## src/rtl/generational_handle_table_top_defines.svh

```systemverilog
// Assertion macros used by the handle table top level.
`ifndef GENERATIONAL_HANDLE_TABLE_TOP_DEFINES_SVH
`define GENERATIONAL_HANDLE_TABLE_TOP_DEFINES_SVH

// Condition holds in the same cycle as the trigger.
`define GHT_ASSERT_NOW(label, trig, cond, msg) \
  label: assert property (@(posedge clk) disable iff (rst) (trig) |-> (cond)) else $error(msg);

// Condition holds in the cycle after the trigger.
`define GHT_ASSERT_NEXT(label, trig, cond, msg) \
  label: assert property (@(posedge clk) disable iff (rst) (trig) |=> (cond)) else $error(msg);

`endif

```

## src/rtl/ght_pkg.sv

```systemverilog
// ----------------------------------------------------------------------------
// ght_pkg
// Types, codes and constants of the generational handle table.
// ----------------------------------------------------------------------------
`timescale 1ns / 1ps

package ght_pkg;

  localparam int SLOTS_DEFAULT = 64;

  localparam logic [31:0] GEN_RESET    = 32'd1;
  localparam logic [7:0]  FLAG_IN_USE  = 8'h01;
  localparam int          BIT_PUB_READ = 1;
  localparam int          BIT_G_CACHE  = 2;

  typedef enum logic [2:0] {
    MODE_ALLOC        = 3'd0,
    MODE_FREE         = 3'd1,
    MODE_VALIDATE     = 3'd2,
    MODE_TRANSFER     = 3'd3,
    MODE_RESIZE       = 3'd4,
    MODE_UPDATE_FLAGS = 3'd5,
    MODE_GET_META     = 3'd6,
    MODE_RESET_ALL    = 3'd7
  } mode_t;

  typedef enum logic [1:0] {
    ST_OK         = 2'd0,
    ST_FULL       = 2'd1,
    ST_BAD_SIZE   = 2'd2,
    ST_BAD_HANDLE = 2'd3
  } status_t;

  typedef enum logic [2:0] {
    S_IDLE,
    S_EXEC,
    S_SWEEP_RD,
    S_SWEEP_WR,
    S_FINISH
  } state_t;

  typedef struct packed {
    logic [31:0] gen;
    logic [7:0]  etype;
    logic [31:0] owner;
    logic [31:0] size;
    logic [31:0] cap;
    logic [7:0]  flags;
  } entry_t;

  typedef struct packed {
    logic capture;
    logic commit;
    logic sweep_start;
    logic sweep_read;
    logic sweep_write;
    logic finish;
  } cmd_t;

  typedef struct packed {
    logic reset_all;
    logic out_free;
    logic sweep_last;
  } stat_t;

endpackage

```

## src/rtl/ght_ctrl.sv

```systemverilog
// ----------------------------------------------------------------------------
// ght_ctrl
// Sequencer: accept, execute, and the slot sweep of reset_all.
// ----------------------------------------------------------------------------
`timescale 1ns / 1ps

module ght_ctrl (
  input  logic          clk,
  input  logic          rst,
  input  logic          in_valid,
  output logic          in_stall,
  input  ght_pkg::stat_t stat,
  output ght_pkg::cmd_t  cmd
);
  import ght_pkg::*;

  state_t state, state_next;

  always_ff @(posedge clk) begin
    if (rst) begin
      state <= S_IDLE;
    end else begin
      state <= state_next;
    end
  end

  always_comb begin
    state_next = state;
    cmd        = '0;
    in_stall   = 1'b1;
    unique case (state)
      S_IDLE: begin
        in_stall = 1'b0;
        if (in_valid) begin
          cmd.capture = 1'b1;
          state_next  = S_EXEC;
        end
      end
      S_EXEC: begin
        if (stat.reset_all) begin
          cmd.sweep_start = 1'b1;
          state_next      = S_SWEEP_RD;
        end else if (stat.out_free) begin
          cmd.commit = 1'b1;
          state_next = S_IDLE;
        end
      end
      S_SWEEP_RD: begin
        cmd.sweep_read = 1'b1;
        state_next     = S_SWEEP_WR;
      end
      S_SWEEP_WR: begin
        cmd.sweep_write = 1'b1;
        state_next      = stat.sweep_last ? S_FINISH : S_SWEEP_RD;
      end
      S_FINISH: begin
        if (stat.out_free) begin
          cmd.finish = 1'b1;
          state_next = S_IDLE;
        end
      end
      default: state_next = S_IDLE;
    endcase
  end

endmodule

```

## config.mk

```make
export PLATFORM = sky130hd
export DESIGN_NAME = ght_ctrl
export DESIGN_NICKNAME = d
export VERILOG_FILES = /design/src/rtl/generational_handle_table_top_defines.svh /design/src/rtl/ght_pkg.sv /design/src/rtl/ght_ctrl.sv
export SDC_FILE = /design/constraint.sdc
export NUM_CORES = 1
export LEC_CHECK = 0
export BUFFER_PORTS_ARGS = -buffer_cell sky130_fd_sc_hd__buf_4
export CORE_AREA = 2 2 39 41
export CTS_CLUSTER_DIAMETER = 200
export DETAILED_ROUTE_END_ITERATION = 10
export DIE_AREA = 0 0 41 43
export PLACE_DENSITY = 0.41
export SYNTH_ARGS = -nofsm -noshare
export SYNTH_HDL_FRONTEND = slang
export SYNTH_SLANG_ARGS = --single-unit
```

## constraint.sdc

```tcl
create_clock -name clk -period 1.57 [get_ports clk]
set_input_delay 0.157 -clock clk [delete_from_list [all_inputs] [get_ports clk]]
set_output_delay 0.157 -clock clk [all_outputs]
set_load 0.02 [all_outputs]
```

==> results of run 1 <==
worst paths after layout:
| path | start | depth (start not counted) | endpoint |
|---|---|---|---|
| max reg2reg | state[1] | 3 | state[1] |
| min | rst | 2 | state[0] |
| max | state[1] | 3 | cmd[5] |
| min reg2reg | state[2] | 1 | state[0] |
kinds of logic after synthesis:
kind of cell,count (synthesis)
AOI/OAI and AO/OA,4
DFF,3
and+or+nand+nor,17
buffers and inverters,3
timing repair:
action | in CTS | in global routing
resized for setup | 0 | 2
endpoints found under the setup margin | 0 | 1
endpoints found under the hold margin | 0 | 0
per-layer routing:
metal / wire length, um / GRT usage / vias to the layer above
li1: - / - / 128
met2: 311 / 0.106 / 5
met3: 20 / 0.0314 / 0
met1: 223 / 0.0767 / 111
met5: 0 / 0 / -
met4: 0 / 0.100 / 0
metrics by stage:
step	hold slack (ns)	worst slack, ns	util	instances	total power, mW
global route	0.0689	0.0461	0.250	57	0.317
global placement	0.333	0.311	0.230	53	0.156
CTS	0.0807	0.0352	0.249	57	0.301
finish	0.0851	0.103	0.250	57	0.289
floorplan	0.233	0.131	-	27	0.133
detailed placement	0.335	0.295	0.230	53	0.157
report_power, final:
part | switching [mW] | total, mW | internal (mW) | leakage, nW
sequential | 0.00930 | 0.0907 | 0.0814 | 0.0252
clock | 0.0382 | 0.133 | 0.0951 | 0.0150
combinational | 0.0303 | 0.0650 | 0.0347 | 0.117
total | 0.0778 | 0.289 | 0.211 | 0.157
cell type report:
cell class                 count  area share
inverter                       1      0.0108
timing repair buffer          12       0.260
multi-input combinational     21       0.415
sequential                     3       0.181
clock buffer                   4      0.0758
tap                           16      0.0578
cells in the final DEF, fill, tap and decap left out:
cell type / n
nor2_1: 4
and4bb_2: 2
dfxtp_2: 2
nand3b_1: 1
or4_1: 1
a21oi_1: 1
a31oi_1: 1
o31a_2: 1
nor4_1: 1
clkbuf_1: 1
and4b_1: 1
inv_1: 1
nor3_1: 1
nor2b_1: 1
or3_2: 1
dfxtp_1: 1
buf_4: 12
nor4b_1: 1
nand2_1: 1
and2_1: 1
o21ai_0: 1
clkbuf_4: 3
and2b_2: 1
==> results_dict.tcl, run 1 <==
set metrics [dict create \
    status "completed" \
    cp-end-kind "output port" \
    multi_input_area_um2 144 \
    p_leak_nw 0.157 \
    cp_data_arrival_time_ns 1.31 \
    cts_tree "built" \
    diodes 0 \
    synth_top_family_by_area "simple AND/OR/NAND/NOR gates" \
    grt_pass1_wl_um 876 \
    avgSynthCellArea_um2 8.53 \
    cts.clk_slew.worst_paths_ns 0.04 \
    ys_async_sr_fraction 0 \
    final_area_um2 347 \
    setup_viol 0 \
    dieArea_mm2 0.00176 \
    cts_hold_buf 0 \
    antenna_left 0 \
    numCtsBuffers 3 \
    slowest_stage "or3_2" \
    wl_per_cell_um 9.74 \
    die-width_um 41 \
    core_mm2 0.00138 \
    vias_per_cell 4.28 \
    top_register "state" \
    synth_nets 33 \
    start_util 0.166 \
    synth.distinct_cells 20 \
    grt_use_total 0.0792 \
    ir_worst_vdd_uv 277 \
    ff_latch_area_um2 62.6 \
    overflow 0 \
    post_dp_cell_area_um2 318 \
    routed_wirelength_um 555 \
    layout-drive-gt1-share 0.537 \
    synth_top_area_frac 0.261 \
    largest_register_ffs 3 \
    startpoint_type "flip-flop" \
    rsz0062_at_grt "no" \
    antenna_found_initial 0 \
    synth-compound-area-share 0.114 \
    layout.nets 48 \
    worst_pin_slew_ns 0.232 \
    port_buffers 12 \
    power_density_mw_per_mm2 834 \
    maxCapViolCount 0 \
    hold_class "input pin to flip-flop" \
    rows 14 \
    yosysTopAreaCell "dfxtp_1" \
    ys_warn_count 0 \
    relSlewSlack 0.843 \
    cp_top_family "simple AND/OR/NAND/NOR gates" \
    root_buffer "clkbuf_4" \
    dr.pass1.iters 2 \
    cts_sinks 3 \
    critPathBufInv 1 \
    timing.final.crit_share 0.934 \
    top_regs "state: 3 flops" \
    slowest_delay_ns 0.49 \
    grt_max_degree 14 \
    drc_errors 0 \
    synth_simple_gate_area_share 0.511 \
    fillers 153 \
    clockBufferDepth 2 \
    clock-skew-final_ns 0.00203 \
    ys_seq_area_frac 0.261 \
    grt_pass1_vias 230 \
    drtIter0Drc 4 \
    synth_most_common_cell "nor2_1" \
    criticalPathCategory "flip-flop to output port" \
    vias 244 \
    syn2layout_area_growth_pct 50.5 \
    synth-main-ff-cell "dfxtp_1" \
    post-cts-setup-buffers 0 \
    synthCells 27 \
    synth_common_cells "4 x nor2_1, 3 x dfxtp_1, 2 x and4bb_2, 2 x buf_6" \
    required_ns 1.41 \
    htreeDepth 1 \
    die_h_um 43 \
    synth_edf_count 0 \
    r2r_setup_slack_ns 0.41 \
    hold_viol 0 \
    synthMuxAreaShare 0 \
    path_max_fanout 10 \
    fmax_mhz 682 \
    mappedNetlistArea_um2 230 \
    synth-xor-area-share 0 \
    slew_violations 0 \
    layout_min_cycle_time_ns 1.47 \
    synthTopCellsByArea "dfxtp_1 26%, and4bb_2 11%, buf_6 9.8%" \
    insertion_delay_ns 0.23 \
    synthAdderAreaFrac 0 \
    ys_seq_elements 3 \
    tns_ns 0 \
    crit_chain "or3_2 -> nor2_1 -> buf_4" \
    ios 13 \
    place_congestion 0.662 \
]
(Power assumes the default switching activity.)
==> run 2: changes to the inputs <==
ABC_AREA = 1   (was default)
PLACE_DENSITY = 0.39   (was 0.41)
==> run 2 against run 1 <==
Effect of this change: utilization decreased by 1.2 points; via count grew 3.3%; clock skew barely moved; count of clock-buffer cells in the layout unchanged; synthesized area is 13% lower; global-route usage is 0.092 points lower; critical endpoint is now cmd[0]; worst setup slack improved by 0.14 ns; clock power hardly changed; sequential share of layout area is 0.13 points higher; register-to-register slack gained 0.26 ns; power rose by 5.0%; sequential cell count did not move.
==> results_dict.tcl, run 2 <==
set metrics [dict create \
    status "completed" \
    synth_edf_count 0 \
    top_register "state" \
    post_dp_cell_area_um2 304 \
    cp_data_arrival_time_ns 1.17 \
    swShare 0.304 \
    grt_max_degree 9 \
    grt_pass1_vias 219 \
    criticalPathCategory "flip-flop to output port" \
    cts_hold_buf 0 \
    start_util 0.146 \
    ys_async_sr_fraction 0 \
    diodes 0 \
    synth_simple_gate_area_share 0.478 \
    required_ns 1.41 \
    antenna_found_initial 0 \
    final_cell_mix "12 x buf_4, 5 x nand3_1, 5 x nor2_1" \
    hold_class "input pin to flip-flop" \
    vias_per_cell 4.00 \
    root_buffer "clkbuf_4" \
    total_power_mw 0.303 \
    worst_pin_slew_ns 0.316 \
    grt_pass1_wl_um 834 \
    overflow 0 \
    wl_per_cell_um 9.11 \
    ys_warn_count 0 \
    synth_top_family_by_area "simple AND/OR/NAND/NOR gates" \
    port_buffers 12 \
    pwr-share-clk 0.441 \
    ys_seq_elements 3 \
    ir_worst_vdd_uv 321 \
    startpoint_type "flip-flop" \
    comb_power_share 0.251 \
    layout-drive-gt1-share 0.426 \
    layout_min_cycle_time_ns 1.33 \
    tns_ns 0 \
    vias 252 \
    synth_common_cells "5 x nand3_1, 5 x nor2_1, 4 x inv_1" \
    grt_use_total 0.0782 \
    synth-compound-area-share 0.0745 \
    post-cts-setup-buffers 0 \
    ff_latch_area_um2 60.1 \
    layout.nets 54 \
    mappedNetlistArea_um2 201 \
    fillers 164 \
    ios 13 \
    core_mm2 0.00138 \
    clock-skew-final_ns 0.00183 \
    p_int_mw 0.211 \
    hold_viol 0 \
    rows 14 \
    setup_viol 0 \
    insertion_delay_ns 0.23 \
    multi_input_area_um2 111 \
    final_area_um2 330 \
    ctsResizeCount 0 \
    timing.final.crit_share 0.845 \
    dieArea_mm2 0.00176 \
    drtIter0Drc 0 \
    slew_violations 0 \
    power_density_mw_per_mm2 919 \
    synth-main-ff-cell "dfxtp_1" \
    synth.distinct_cells 12 \
    p_seq_frac 0.308 \
    synthCells 32 \
    avgSynthCellArea_um2 6.30 \
    synth_nets 38 \
    antenna_left 0 \
    p_leak_nw 0.164 \
    dr.pass1.iters 1 \
    synth_top_area_frac 0.298 \
    synthMuxAreaShare 0 \
    place_congestion 0.710 \
    cp-end-kind "output port" \
    fmax_mhz 754 \
    cts_tree "built" \
    htreeDepth 1 \
    synthTopCellsByArea "dfxtp_1 30%, nand3_1 12%, nor2_1 9.3%" \
    drc_errors 0 \
    die_h_um 43 \
    die-width_um 41 \
    yosysTopAreaCell "dfxtp_1" \
    clockBufferDepth 2 \
    top_regs "state: 3 flops" \
    maxCapViolCount 0 \
    routed_wirelength_um 574 \
    syn2layout_area_growth_pct 64.0 \
    relSlewSlack 0.789 \
    numCtsBuffers 3 \
    switching_power_mw 0.0922 \
    synth-xor-area-share 0 \
    final_common_cell "buf_4" \
    cts_sinks 3 \
    place_hpwl_um 434 \
    path_max_fanout 6 \
    largest_register_ffs 3 \
    cts.clk_slew.worst_paths_ns 0.04 \
    synthAdderAreaFrac 0 \
    rsz0062_at_grt "no" \
    ys_seq_area_frac 0.298 \
]
run 2: final cells by class:
class,instances,area share
multi-input cells,22,0.337
inverters,6,0.0682
well taps,16,0.0606
repair buffers,12,0.273
clock buffers,4,0.0795
flip-flops and latches,3,0.182
run 2: logic make-up after synthesis:
family,count (synthesis)
AND/OR/NAND/NOR,19
buffers and inverters,7
flip-flops,3
AO/OA/AOI/OAI,3
run 2: stage by stage:
step                      utilization  std cells  hold WS [ns]  worst slack, ns
final                           0.239         63         0.104            0.244
after global routing            0.239         63        0.0912            0.119
after CTS                       0.239         63        0.0916            0.210
after detailed placement        0.220         59         0.343            0.467
after global placement          0.220         59         0.348            0.464
after floorplan                     -         32         0.226            0.390
run 2: power by group through the flow:
stage / logic (mW) / clock network, mW / registers, mW
final: 0.0762 / 0.134 / 0.0935
after global routing: 0.0840 / 0.153 / 0.0938
after CTS: 0.0771 / 0.143 / 0.0935
after detailed placement: 0.0769 / 0 / 0.0947
after global placement: 0.0775 / 0 / 0.0938
after floorplan: 0.0509 / 0 / 0.0871
run 2: final timing paths:
path              cells after the start      from        to  slack (ns)
hold reg to reg                       2  state[2]  state[2]        0.59
setup reg to reg                      2  state[0]  state[1]        0.67
setup / recovery                      3  state[2]    cmd[0]        0.24
hold / removal                        2       rst  state[2]        0.10
run 2: layer usage:
layer  part of all wire  up-vias  track usage  routed length (um)
li1                   -      134            -                   -
met1               0.45      112       0.0833                 257
met2               0.49        6       0.0969                 282
met3              0.059        0       0.0471                  34
met4                  0        0       0.0800                   0
met5                  0        -            0                   0
run 2: critical path, cell delays in order, from the launching register on:
cell and delay, ns:
dfxtp_1 0.44, inv_2 0.10, nor4_2 0.22, buf_4 0.18
==> run 3: changes to the inputs <==
PLACE_DENSITY = 0.4   (was 0.39)
clock period = 1.15 ns   (was 1.57 ns; I/O delays follow)
==> run 3 against run 2 <==
Effect of this change: die area stayed put; register-to-register slack worse by 0.34 ns; largest cell class unchanged; count of clock-buffer cells in the layout is the same; utilization rose by 4.2 points; critical path depth decreased by 1; sequential share of layout area increased by 0.15 points; via count up 1.6%; final cell count rose by 1.6%; first-iteration DRC count increased by 6; the run now ends with negative setup slack left; cell area rose by 18%; sequential cell count unchanged; hold slack lost 0.069 ns.
==> results_dict.tcl, run 3 (synthesis results as in run 2) <==
set metrics [dict create \
    grt_pass1_vias 216 \
    violations "negative setup slack" \
    drc_errors 0 \
    grt_use_total 0.0702 \
    cts.clk_slew.worst_paths_ns 0.04 \
    min_to "state[1]" \
    rows 14 \
    insertion_delay_ns 0.24 \
    port_buffers 12 \
    status "finished, violations left" \
    layout.nets 55 \
    die-width_um 41 \
    finalWorstSetupSlack_ns -0.00714 \
    place_hpwl_um 426 \
    cp_data_arrival_time_ns 1.04 \
    startpoint_type "flip-flop" \
    holdWs_ns 0.0348 \
    fin_util 0.281 \
    total_power_mw 0.443 \
    wl_per_cell_um 8.95 \
    routed_wirelength_um 573 \
    ios 13 \
    cp-end-kind "output port" \
    start_util 0.146 \
    relSlewSlack 0.883 \
    wl_met3_um 40 \
    antenna_found_initial 0 \
    worst_pin_slew_ns 0.174 \
    place_ws_ns 0.111 \
    clock-skew-final_ns 0.00620 \
    vias 256 \
    top_register "state" \
    hold_class "input pin to flip-flop" \
    antenna_left 0 \
    vias_per_cell 4.00 \
    rsz0062_at_grt "yes" \
    place_congestion 0.673 \
    r2r_setup_slack_ns 0.33 \
    dp.cells 59 \
    dr.pass1.iters 4 \
    cts_hold_buf 0 \
    required_ns 1.03 \
    p_leak_nw 0.179 \
    slew_violations 0 \
    htreeDepth 1 \
    setup_viol 3 \
    layout-drive-gt1-share 0.604 \
    holdCritStartpoint "rst" \
    fmax_mhz 864 \
    final_cell_mix "12 x buf_4, 5 x nor2_1" \
    syn2layout_area_growth_pct 93.2 \
    rr_startpoint "state[1]" \
    largest_register_ffs 3 \
    core_mm2 0.00138 \
    numCtsBuffers 3 \
    path_max_fanout 5 \
    cts_sinks 3 \
    ir_worst_vdd_uv 335 \
    timing.final.crit_share 1.01 \
    hold_viol 0 \
    final_common_cell "buf_4" \
    clockBufferDepth 2 \
    power_density_mw_per_mm2 1140 \
    diodes 0 \
    fillers 155 \
    worstReg2RegEnd "state[2]" \
    root_buffer "clkbuf_4" \
    m1WireLength_um 183 \
    maxCapViolCount 0 \
    layout_min_cycle_time_ns 1.16 \
    overflow 0 \
    cts_tree "built" \
    criticalPathCategory "flip-flop to output port" \
    top_regs "state: 3 flops" \
    wl_met2_um 328 \
    final_cells 64 \
    grt_pass1_wl_um 717 \
    ff2ff_path_depth 3 \
    grt_max_degree 9 \
    die_h_um 43 \
    maxUsedRoutingLayer "met4" \
    drtIter0Drc 6 \
    holdPathStages 2 \
    dieArea_mm2 0.00176 \
]
run 3: repair_timing:
| action | 4_1_cts | 5_1_grt |
|---|---|---|
| endpoints found under the setup margin | 6 | 5 |
| resized for setup | 6 | 9 |
| pin swaps | 1 | 2 |
| buffers inserted | 1 | 0 |
run 3: cell type report:
class                      instances  area (um2)  area share
multi-input combinational         22         148       0.379
timing repair buffer              13         101       0.260
sequential                         3        71.3       0.183
clock buffer                       4        26.3      0.0675
inverter                           6        22.5      0.0579
tap                               16        20.0      0.0514
run 3: power breakdown:
group          leakage [nW]  switching [mW]  internal [mW]
combinational         0.137          0.0624         0.0570
clock                0.0150          0.0615          0.130
sequential           0.0267          0.0217          0.110
run 3: worst max path at each step:
stage	from	endpoint	slack (ns)	cells past startpoint
CTS	state[1]	cmd[0]	-0.03	2
floorplan	state[0]	cmd[5]	0.01	4
finish	state[1]	cmd[0]	-0.007	2
global route	state[2]	cmd[4]	-0.07	4
detailed placement	state[2]	cmd[0]	0.11	3
global placement	state[2]	cmd[0]	0.06	3
run 3: worst max-delay path, cell delays in order (launching register included):
cell and delay [ns]:
dfxtp_4 0.37, nor4_4 0.26, buf_4 0.17
run 3: routing by layer:
| layer | global-route usage | vias up |
|---|---|---|
| li1 | - | 136 |
| met1 | 0.0545 | 111 |
| met2 | 0.100 | 7 |
| met3 | 0.0314 | 2 |
| met4 | 0.100 | 0 |
| met5 | 0 | - |
run 3: through the flow:
stage / cell area, um2 / setup TNS [ns]
finish: 389 / -0.0155
detailed placement: 304 / 0
CTS: 349 / -0.0568
global route: 389 / -0.201
global placement: 304 / 0
floorplan: 201 / 0
